## config.mk

```make
export PLATFORM = sky130hd
export DESIGN_NAME = length_prefixed_field_parser_core
export DESIGN_NICKNAME = d
export VERILOG_FILES = /design/src/design/lpfp_pkg.sv /design/src/design/length_prefixed_field_parser_core.sv
export SDC_FILE = /design/constraint.sdc
export NUM_CORES = 1
export LEC_CHECK = 0
export ABC_AREA = 0
export BUFFER_PORTS_ARGS = -buffer_cell sky130_fd_sc_hd__buf_2
export CORE_MARGIN = 10
export CORE_UTILIZATION = 45
export DETAILED_ROUTE_END_ITERATION = 10
export PLACE_DENSITY = 0.69
export SETUP_SLACK_MARGIN = 0.15
export SKIP_LAST_GASP = 1
export SYNTH_ARGS = -nofsm -noshare
export SYNTH_HDL_FRONTEND = slang
export SYNTH_SLANG_ARGS = --single-unit
```

## constraint.sdc

```tcl
create_clock -name clk -period 6.18 [get_ports clk]
set_input_delay 0 -clock clk [delete_from_list [all_inputs] [get_ports clk]]
set_output_delay 0 -clock clk [all_outputs]
set_load 0.02 [all_outputs]
```

## src/design/lpfp_pkg.sv

```systemverilog
// Shared types and constants for the length-prefixed field parser.
package lpfp_pkg;

  localparam int unsigned HdrDigitsW = 3;
  localparam int unsigned LenW       = 14;
  localparam int unsigned ByteW      = 8;
  localparam int unsigned ErrW       = 2;
  localparam int unsigned OutDataW   = 24;

  localparam logic [HdrDigitsW-1:0] HdrDigitsReset = 3'd3;
  localparam logic [HdrDigitsW-1:0] HdrCountMax    = 3'd7;
  localparam logic [LenW-1:0]       MaxSizeReset   = 14'd999;
  localparam logic [LenW-1:0]       LenSat         = 14'd16383;

  localparam logic CfgHdrDigits = 1'b0;
  localparam logic CfgMaxSize   = 1'b1;

  localparam logic OpByte = 1'b0;
  localparam logic OpEnd  = 1'b1;

  localparam logic [ByteW-1:0] ChSpace = 8'h20;
  localparam logic [ByteW-1:0] ChTab   = 8'h09;
  localparam logic [ByteW-1:0] ChCr    = 8'h0D;
  localparam logic [ByteW-1:0] ChPlus  = 8'h2B;
  localparam logic [ByteW-1:0] ChMinus = 8'h2D;
  localparam logic [ByteW-1:0] ChZero  = 8'h30;
  localparam logic [ByteW-1:0] ChNine  = 8'h39;

  typedef enum logic [1:0] {
    PH_IDLE,
    PH_HEADER,
    PH_PAYLOAD,
    PH_DRAIN
  } phase_t;

  typedef enum logic [1:0] {
    SCAN_SPACE,
    SCAN_SIGN,
    SCAN_DIGITS
  } scan_t;

  typedef enum logic [ErrW-1:0] {
    ERR_NONE    = 2'd0,
    ERR_SHORT   = 2'd1,
    ERR_BAD_HDR = 2'd2,
    ERR_BAD_LEN = 2'd3
  } err_t;

endpackage

```

## src/design/length_prefixed_field_parser_core.sv

```systemverilog
// Length-prefixed field parser: splits a byte stream into length-headed fields.
// Each accepted request's result is captured in the output register.
// Throughput: one request per cycle while the output register is not stalled.
// The input is accepted while the output register is empty or being drained.
// Synchronous active-low reset idles the parser and restores its control registers.
module length_prefixed_field_parser_core (
  input  logic        clk,
  input  logic        rst_n,
  input  logic        cfg_we,
  input  logic        cfg_addr,
  input  logic [13:0] cfg_wdata,
  input  logic        in_tvalid,
  output logic        in_tready,
  input  logic [7:0]  in_tdata,   // [7:0] in_byte
  input  logic        in_tuser,   // [0] opcode
  output logic        out_tvalid,
  input  logic        out_tready,
  output logic [23:0] out_tdata,  // [7:0] out_byte, [9:8] error_code, [23:10] field_length
  output logic        out_tuser,  // [0] payload_valid
  output logic        out_tlast   // field_done
);

  logic [lpfp_pkg::HdrDigitsW-1:0] hdr_digits_r;
  logic [lpfp_pkg::LenW-1:0]       max_size_r;

  lpfp_pkg::phase_t                phase_r, phase_nxt;
  lpfp_pkg::scan_t                 scan_r, scan_nxt;
  logic [lpfp_pkg::HdrDigitsW-1:0] count_r, count_nxt;
  logic                            bad_r, bad_nxt;
  logic                            neg_r, neg_nxt;
  logic [lpfp_pkg::LenW-1:0]       accum_r, accum_nxt;
  logic [lpfp_pkg::LenW-1:0]       left_r, left_nxt;

  logic                            res_valid;
  logic [lpfp_pkg::ByteW-1:0]      res_byte;
  logic                            res_done;
  lpfp_pkg::err_t                  res_err;
  logic [lpfp_pkg::LenW-1:0]       res_len;

  logic                            out_valid_r, out_valid_nxt;
  logic [lpfp_pkg::OutDataW-1:0]   out_data_r;
  logic                            out_user_r;
  logic                            out_last_r;

  logic                            in_acc;
  logic                            is_digit;
  logic                            is_space;
  logic [17:0]                     acc_mul;
  logic [lpfp_pkg::LenW-1:0]       acc_digit;
  logic                            finished;

  assign in_tready  = !out_valid_r || out_tready;
  assign in_acc     = in_tvalid && in_tready;
  assign out_tvalid = out_valid_r;
  assign out_tdata  = out_data_r;
  assign out_tuser  = out_user_r;
  assign out_tlast  = out_last_r;

  assign is_digit = (in_tdata >= lpfp_pkg::ChZero) && (in_tdata <= lpfp_pkg::ChNine);
  assign is_space = (in_tdata == lpfp_pkg::ChSpace) ||
                    ((in_tdata >= lpfp_pkg::ChTab) && (in_tdata <= lpfp_pkg::ChCr));

  // Decimal accumulate with saturation at the largest 14-bit value.
  assign acc_mul   = ({4'd0, accum_r} << 3) + ({4'd0, accum_r} << 1) +
                     {10'd0, in_tdata - lpfp_pkg::ChZero};
  assign acc_digit = (acc_mul > {4'd0, lpfp_pkg::LenSat}) ? lpfp_pkg::LenSat
                                                          : acc_mul[lpfp_pkg::LenW-1:0];

  always_ff @(posedge clk) begin
    if (!rst_n) begin
      hdr_digits_r <= lpfp_pkg::HdrDigitsReset;
      max_size_r   <= lpfp_pkg::MaxSizeReset;
    end else if (cfg_we) begin
      unique case (cfg_addr)
        lpfp_pkg::CfgHdrDigits: hdr_digits_r <= cfg_wdata[lpfp_pkg::HdrDigitsW-1:0];
        lpfp_pkg::CfgMaxSize:   max_size_r   <= cfg_wdata;
        default:                hdr_digits_r <= hdr_digits_r;
      endcase
    end
  end

  always_ff @(posedge clk) begin
    if (!rst_n) begin
      phase_r <= lpfp_pkg::PH_IDLE;
      scan_r  <= lpfp_pkg::SCAN_SPACE;
      count_r <= '0;
      bad_r   <= 1'b0;
      neg_r   <= 1'b0;
      accum_r <= '0;
      left_r  <= '0;
    end else if (in_acc) begin
      phase_r <= phase_nxt;
      scan_r  <= scan_nxt;
      count_r <= count_nxt;
      bad_r   <= bad_nxt;
      neg_r   <= neg_nxt;
      accum_r <= accum_nxt;
      left_r  <= left_nxt;
    end
  end

  always_comb begin
    phase_nxt = phase_r;
    scan_nxt  = scan_r;
    count_nxt = count_r;
    bad_nxt   = bad_r;
    neg_nxt   = neg_r;
    accum_nxt = accum_r;
    left_nxt  = left_r;
    res_valid = 1'b0;
    res_byte  = '0;
    res_done  = 1'b0;
    res_err   = lpfp_pkg::ERR_NONE;
    res_len   = '0;
    finished  = 1'b0;

    if (in_tuser == lpfp_pkg::OpEnd) begin
      if (phase_r == lpfp_pkg::PH_HEADER || phase_r == lpfp_pkg::PH_PAYLOAD) begin
        res_err = lpfp_pkg::ERR_SHORT;
      end
      phase_nxt = lpfp_pkg::PH_IDLE;
      scan_nxt  = lpfp_pkg::SCAN_SPACE;
      count_nxt = '0;
      bad_nxt   = 1'b0;
      neg_nxt   = 1'b0;
      accum_nxt = '0;
      left_nxt  = '0;
    end else if (phase_r != lpfp_pkg::PH_DRAIN) begin
      if (phase_r == lpfp_pkg::PH_IDLE) begin
        scan_nxt  = lpfp_pkg::SCAN_SPACE;
        count_nxt = '0;
        bad_nxt   = 1'b0;
        neg_nxt   = 1'b0;
        accum_nxt = '0;
        left_nxt  = '0;
        if (hdr_digits_r == '0) begin
          if (max_size_r == '0) begin
            res_done = 1'b1;
            finished = 1'b1;
          end else begin
            accum_nxt = max_size_r;
            left_nxt  = max_size_r;
            phase_nxt = lpfp_pkg::PH_PAYLOAD;
          end
        end else begin
          phase_nxt = lpfp_pkg::PH_HEADER;
        end
      end

      if (!finished && phase_nxt == lpfp_pkg::PH_HEADER) begin
        if (!bad_nxt) begin
          if (scan_nxt == lpfp_pkg::SCAN_SPACE && is_space) begin
            scan_nxt = lpfp_pkg::SCAN_SPACE;
          end else if (scan_nxt == lpfp_pkg::SCAN_SPACE &&
                       (in_tdata == lpfp_pkg::ChPlus || in_tdata == lpfp_pkg::ChMinus)) begin
            scan_nxt = lpfp_pkg::SCAN_SIGN;
            neg_nxt  = (in_tdata == lpfp_pkg::ChMinus);
          end else if (is_digit) begin
            scan_nxt  = lpfp_pkg::SCAN_DIGITS;
            accum_nxt = acc_digit;
          end else begin
            bad_nxt = 1'b1;
          end
        end
        if (count_nxt < lpfp_pkg::HdrCountMax) begin
          count_nxt = count_nxt + 1'b1;
        end
        if (count_nxt >= hdr_digits_r) begin
          priority if (bad_nxt || scan_nxt != lpfp_pkg::SCAN_DIGITS) begin
            res_err = lpfp_pkg::ERR_BAD_HDR;
            phase_nxt = lpfp_pkg::PH_DRAIN;
          end else if ((neg_nxt && accum_nxt != '0) || accum_nxt > max_size_r) begin
            res_err = lpfp_pkg::ERR_BAD_LEN;
            phase_nxt = lpfp_pkg::PH_DRAIN;
          end else if (accum_nxt == '0) begin
            res_done  = 1'b1;
            phase_nxt = lpfp_pkg::PH_IDLE;
          end else begin
            res_len   = accum_nxt;
            left_nxt  = accum_nxt;
            phase_nxt = lpfp_pkg::PH_PAYLOAD;
          end
          if (phase_nxt != lpfp_pkg::PH_PAYLOAD) begin
            scan_nxt  = lpfp_pkg::SCAN_SPACE;
            count_nxt = '0;
            bad_nxt   = 1'b0;
            neg_nxt   = 1'b0;
            accum_nxt = '0;
            left_nxt  = '0;
          end
        end
      end else if (!finished) begin
        res_valid = 1'b1;
        res_byte  = in_tdata;
        res_len   = accum_nxt;
        if (left_nxt != '0) begin
          left_nxt = left_nxt - 1'b1;
        end
        if (left_nxt == '0) begin
          res_done  = 1'b1;
          phase_nxt = lpfp_pkg::PH_IDLE;
          scan_nxt  = lpfp_pkg::SCAN_SPACE;
          count_nxt = '0;
          bad_nxt   = 1'b0;
          neg_nxt   = 1'b0;
          accum_nxt = '0;
        end
      end
    end
  end

  always_comb begin
    out_valid_nxt = out_valid_r;
    if (in_acc) begin
      out_valid_nxt = 1'b1;
    end else if (out_tready) begin
      out_valid_nxt = 1'b0;
    end
  end

  always_ff @(posedge clk) begin
    if (!rst_n) begin
      out_valid_r <= 1'b0;
    end else begin
      out_valid_r <= out_valid_nxt;
    end
  end

  always_ff @(posedge clk) begin
    if (in_acc) begin
      out_data_r <= {res_len, res_err, res_byte};
      out_user_r <= res_valid;
      out_last_r <= res_done;
    end
  end

`ifndef SYNTH
  a_done_no_error: assert property (@(posedge clk) disable iff (!rst_n)
    (out_valid_r && out_last_r) |-> (out_data_r[9:8] == lpfp_pkg::ERR_NONE))
    else $error("field end reported together with an error");

  a_payload_no_error: assert property (@(posedge clk) disable iff (!rst_n)
    (out_valid_r && out_user_r) |-> (out_data_r[9:8] == lpfp_pkg::ERR_NONE))
    else $error("payload byte reported together with an error");

  a_ready_when_empty: assert property (@(posedge clk) disable iff (!rst_n)
    !out_valid_r |-> in_tready)
    else $error("input stalled while the output register is empty");

  a_header_error_drains: assert property (@(posedge clk) disable iff (!rst_n)
    (in_acc && (res_err == lpfp_pkg::ERR_BAD_HDR || res_err == lpfp_pkg::ERR_BAD_LEN))
    |=> (phase_r == lpfp_pkg::PH_DRAIN))
    else $error("header error did not stop parsing");

  a_count_only_in_payload: assert property (@(posedge clk) disable iff (!rst_n)
    (phase_r != lpfp_pkg::PH_PAYLOAD) |-> (left_r == '0))
    else $error("payload count left over outside a payload");
`endif

endmodule
```

==> results.sh <==
export IMPL_antenna_found_initial=0
export IMPL_crit_fanout=17
export IMPL_synthFlopType="dfxtp_1"
export IMPL_synth_seq_cells=81
export IMPL_die_h_um=141
export IMPL_overflow=0
export IMPL_multi_input_area_um2=4400
export IMPL_yosysTopAreaCell="dfxtp_1"
export IMPL_grt_first_pass_wirelength_um=36900
export IMPL_dp_hpwl_um=17600
export IMPL_fp_dieW_um=141
export IMPL_grt_pass1_vias=6441
export IMPL_ant_nets=0
export IMPL_grt_setup_unrepaired="no"
export IMPL_start_util=0.455
export IMPL_port_buffers=56
export IMPL_drive_above_1_share=0.164
export IMPL_design_die_area_um2=19800
export IMPL_final_fill_count=1377
export IMPL_yosysMostFrequentCell="nand2_1"
export IMPL_fin_skew_ns=0.00634
export IMPL_setup_viol=0
export IMPL_synth_area_leaders="dfxtp_1 (17%), edfxtp_1 (12%), ha_1 (9.1%), a21oi_1 (5.3%), nand2_1 (4.9%)"
export IMPL_relSlewSlack=0.336
export IMPL_synth_area_um2=6570
export IMPL_dr_pass1_iters=6
export IMPL_timing_hold_ws_ns=0.0567
export IMPL_hold_class="in -> reg"
export IMPL_dpl_cell_area_um2=7200
export IMPL_power_mw=1.54
export IMPL_vdd_drop_max_uv=126
export IMPL_grt_max_degree=36
export IMPL_clk_insertion_delay_late_ns=0.35
export IMPL_cts_buffers=9
export IMPL_routedWlPerCell_um=21.8
export IMPL_root_buffer="clkbuf_16"
export IMPL_slew_viol_final=0
export IMPL_antennaDiodeCount=0
export IMPL_cts_tree="done"
export IMPL_route_detailed_drc=0
export IMPL_core_area_um2=14400
export IMPL_synth_area_per_cell_um2=8.18
export IMPL_synth_commonest_cells="nand2_1 (86), a21oi_1 (69), inv_1 (57), dfxtp_1 (55)"
export IMPL_via_count=7056
export IMPL_syn2layout_area_growth_pct=18.3
export IMPL_power_density_nw_per_um2=199
export IMPL_htree_levels=3
export IMPL_cts_buffer_depth=2
export IMPL_regArea_um2=1880
export IMPL_clk_transition_reported_paths_ns=0.06
export IMPL_period_needed_ns=5.74
export IMPL_synth_cells=803
export IMPL_synth_edff_count=26
export IMPL_stdcell_area_um2=7770
export IMPL_worst_setup_path_type="reg -> reg"
export IMPL_rows=44
export IMPL_synth_distinct_cells=79
export IMPL_async_reset_ff_frac=0
export IMPL_via_per_inst=6.56
export IMPL_status="completed"
export IMPL_ys_seq_area_frac=0.287
export IMPL_wirelength_um=23500
export IMPL_max_freq_mhz=174
export IMPL_track_usage=0.230
export IMPL_finalHoldViolCount=0
export IMPL_p_leak_nw=3.44
export IMPL_setup_worst_path_start_class="flip-flop"
export IMPL_cts_sinks=81
export IMPL_maxCapViolations=0
export IMPL_drt_iter0_drc=969
export IMPL_crit_path_end_kind="flip-flop"
export IMPL_required_ns=6.36
export IMPL_routabilityCongestion=0.996
export IMPL_synth_nets=886
export IMPL_fin_crit_sh=0.928
export IMPL_utilization=0.538
export IMPL_cp_data_arrival_time_ns=5.92
export IMPL_io_pins=57
export IMPL_tightest_slew_ns=0.987
export IMPL_yosysTopAreaCellShare=0.168
export IMPL_ys_warnings_count=0
export IMPL_finalNetCount=969
==> cells by family after synthesis <==
| kind of cell | synth area share |
|---|---|
| DFF | 0.287 |
| xor gates and xnor gates | 0.0307 |
| muxes | 0.00629 |
| and+or+nand+nor | 0.181 |
| adders and majority gates | 0.110 |
| AOI/OAI and AO/OA | 0.329 |
| buffers and inverters | 0.0566 |
==> through the flow <==
step                instances  setup TNS [ns]  setup WS (ns)
global placement         1040               0          0.229
global route             1075               0          0.158
finish                   1075               0          0.444
detailed placement       1040           -1.01         -0.154
floorplan                 803               0          0.353
CTS                      1074               0          0.156
==> cell usage in the layout, fill, tap and decap left out, drive strengths merged, types with 14 or more instances in the layout <==
master	instances
nor3	26
o211ai	14
a22oi	32
a21oi	71
dlygate4sd3	18
inv	58
ha	48
edfxtp	26
o32ai	15
buf	91
o22ai	14
nand2	86
nand3	15
o21ai	51
nor2	46
dfxtp	55
a21o	14
==> where the power goes <==
| part | total, mW | switching, mW | leakage [nW] | internal (mW) |
|---|---|---|---|---|
| Clock | 0.549 | 0.235 | 0.147 | 0.313 |
| Sequential | 0.595 | 0.0239 | 0.712 | 0.571 |
| Combinational | 0.398 | 0.260 | 2.58 | 0.138 |
==> routing by layer <==
layer,vias up,track usage,wire [um]
met4,0,0.0750,753
li1,3217,-,-
met3,76,0.0541,2600
met1,3306,0.312,10100
met2,457,0.349,10000
met5,-,0,0
==> cell type report <==
type | instances | area share
Clock buffer | 9 | 0.0290
Clock inverter | 7 | 0.00902
Inverter | 58 | 0.0280
Multi-Input combinational cell | 627 | 0.567
Sequential cell | 81 | 0.243
Tap cell | 184 | 0.0296
Timing Repair Buffer | 109 | 0.0947
==> registers in the layout, indices dropped and copies added, names as in the netlist <==
| name | flops |
|---|---|
| left_r | 14 |
| accum_r | 14 |
| neg_r | 1 |
| scan_r | 2 |
| out_tuser | 1 |
| count_r | 3 |
| hdr_digits_r | 3 |
| out_tlast | 1 |
| out_tvalid | 1 |
| max_size_r | 14 |
| out_tdata | 24 |
| phase_r | 2 |
| bad_r | 1 |
==> what timing repair did <==
item	CTS	global route
pin swaps	1	2
hold buffers	18	0
endpoints found under the setup margin	17	50
resized for setup	7	15
setup buffers	0	1
endpoints found under the hold margin	19	0
==> worst max-delay path, cell delays in order, from the launching register on <==
cell,delay (ns)
dfxtp_1,0.50
fa_1,0.47
ha_1,0.37
o211ai_1,0.14
o21ai_1,0.25
a21oi_2,0.12
o31a_1,0.26
xnor2_1,0.14
or4_4,0.50
buf_12,0.17
o22ai_2,0.12
inv_1,0.09
ha_1,0.30
a21o_1,0.19
a21o_1,0.18
a221oi_2,0.26
o21ai_1,0.12
a2111oi_2,0.34
a311oi_2,0.10
nand2b_4,0.20
or4_4,0.48
a311oi_2,0.23
==> path summary, 6_finish.rpt <==
| kind | from | endpoint | slack (ns) | cells after the start |
|---|---|---|---|---|
| setup / recovery | accum_r[4]$_SDFFE_PN0P_ | out_tlast$_SDFFCE_PP0P_ | 0.44 | 21 |
| hold / removal | in_tdata[7] | out_tdata[7]$_SDFFCE_PP0P_ | 0.06 | 2 |
| setup reg to reg | accum_r[4]$_SDFFE_PN0P_ | out_tlast$_SDFFCE_PP0P_ | 0.44 | 21 |
| hold reg to reg | count_r[2]$_SDFFE_PN0P_ | count_r[2]$_SDFFE_PN0P_ | 0.50 | 2 |
(Power assumes the default switching activity.)
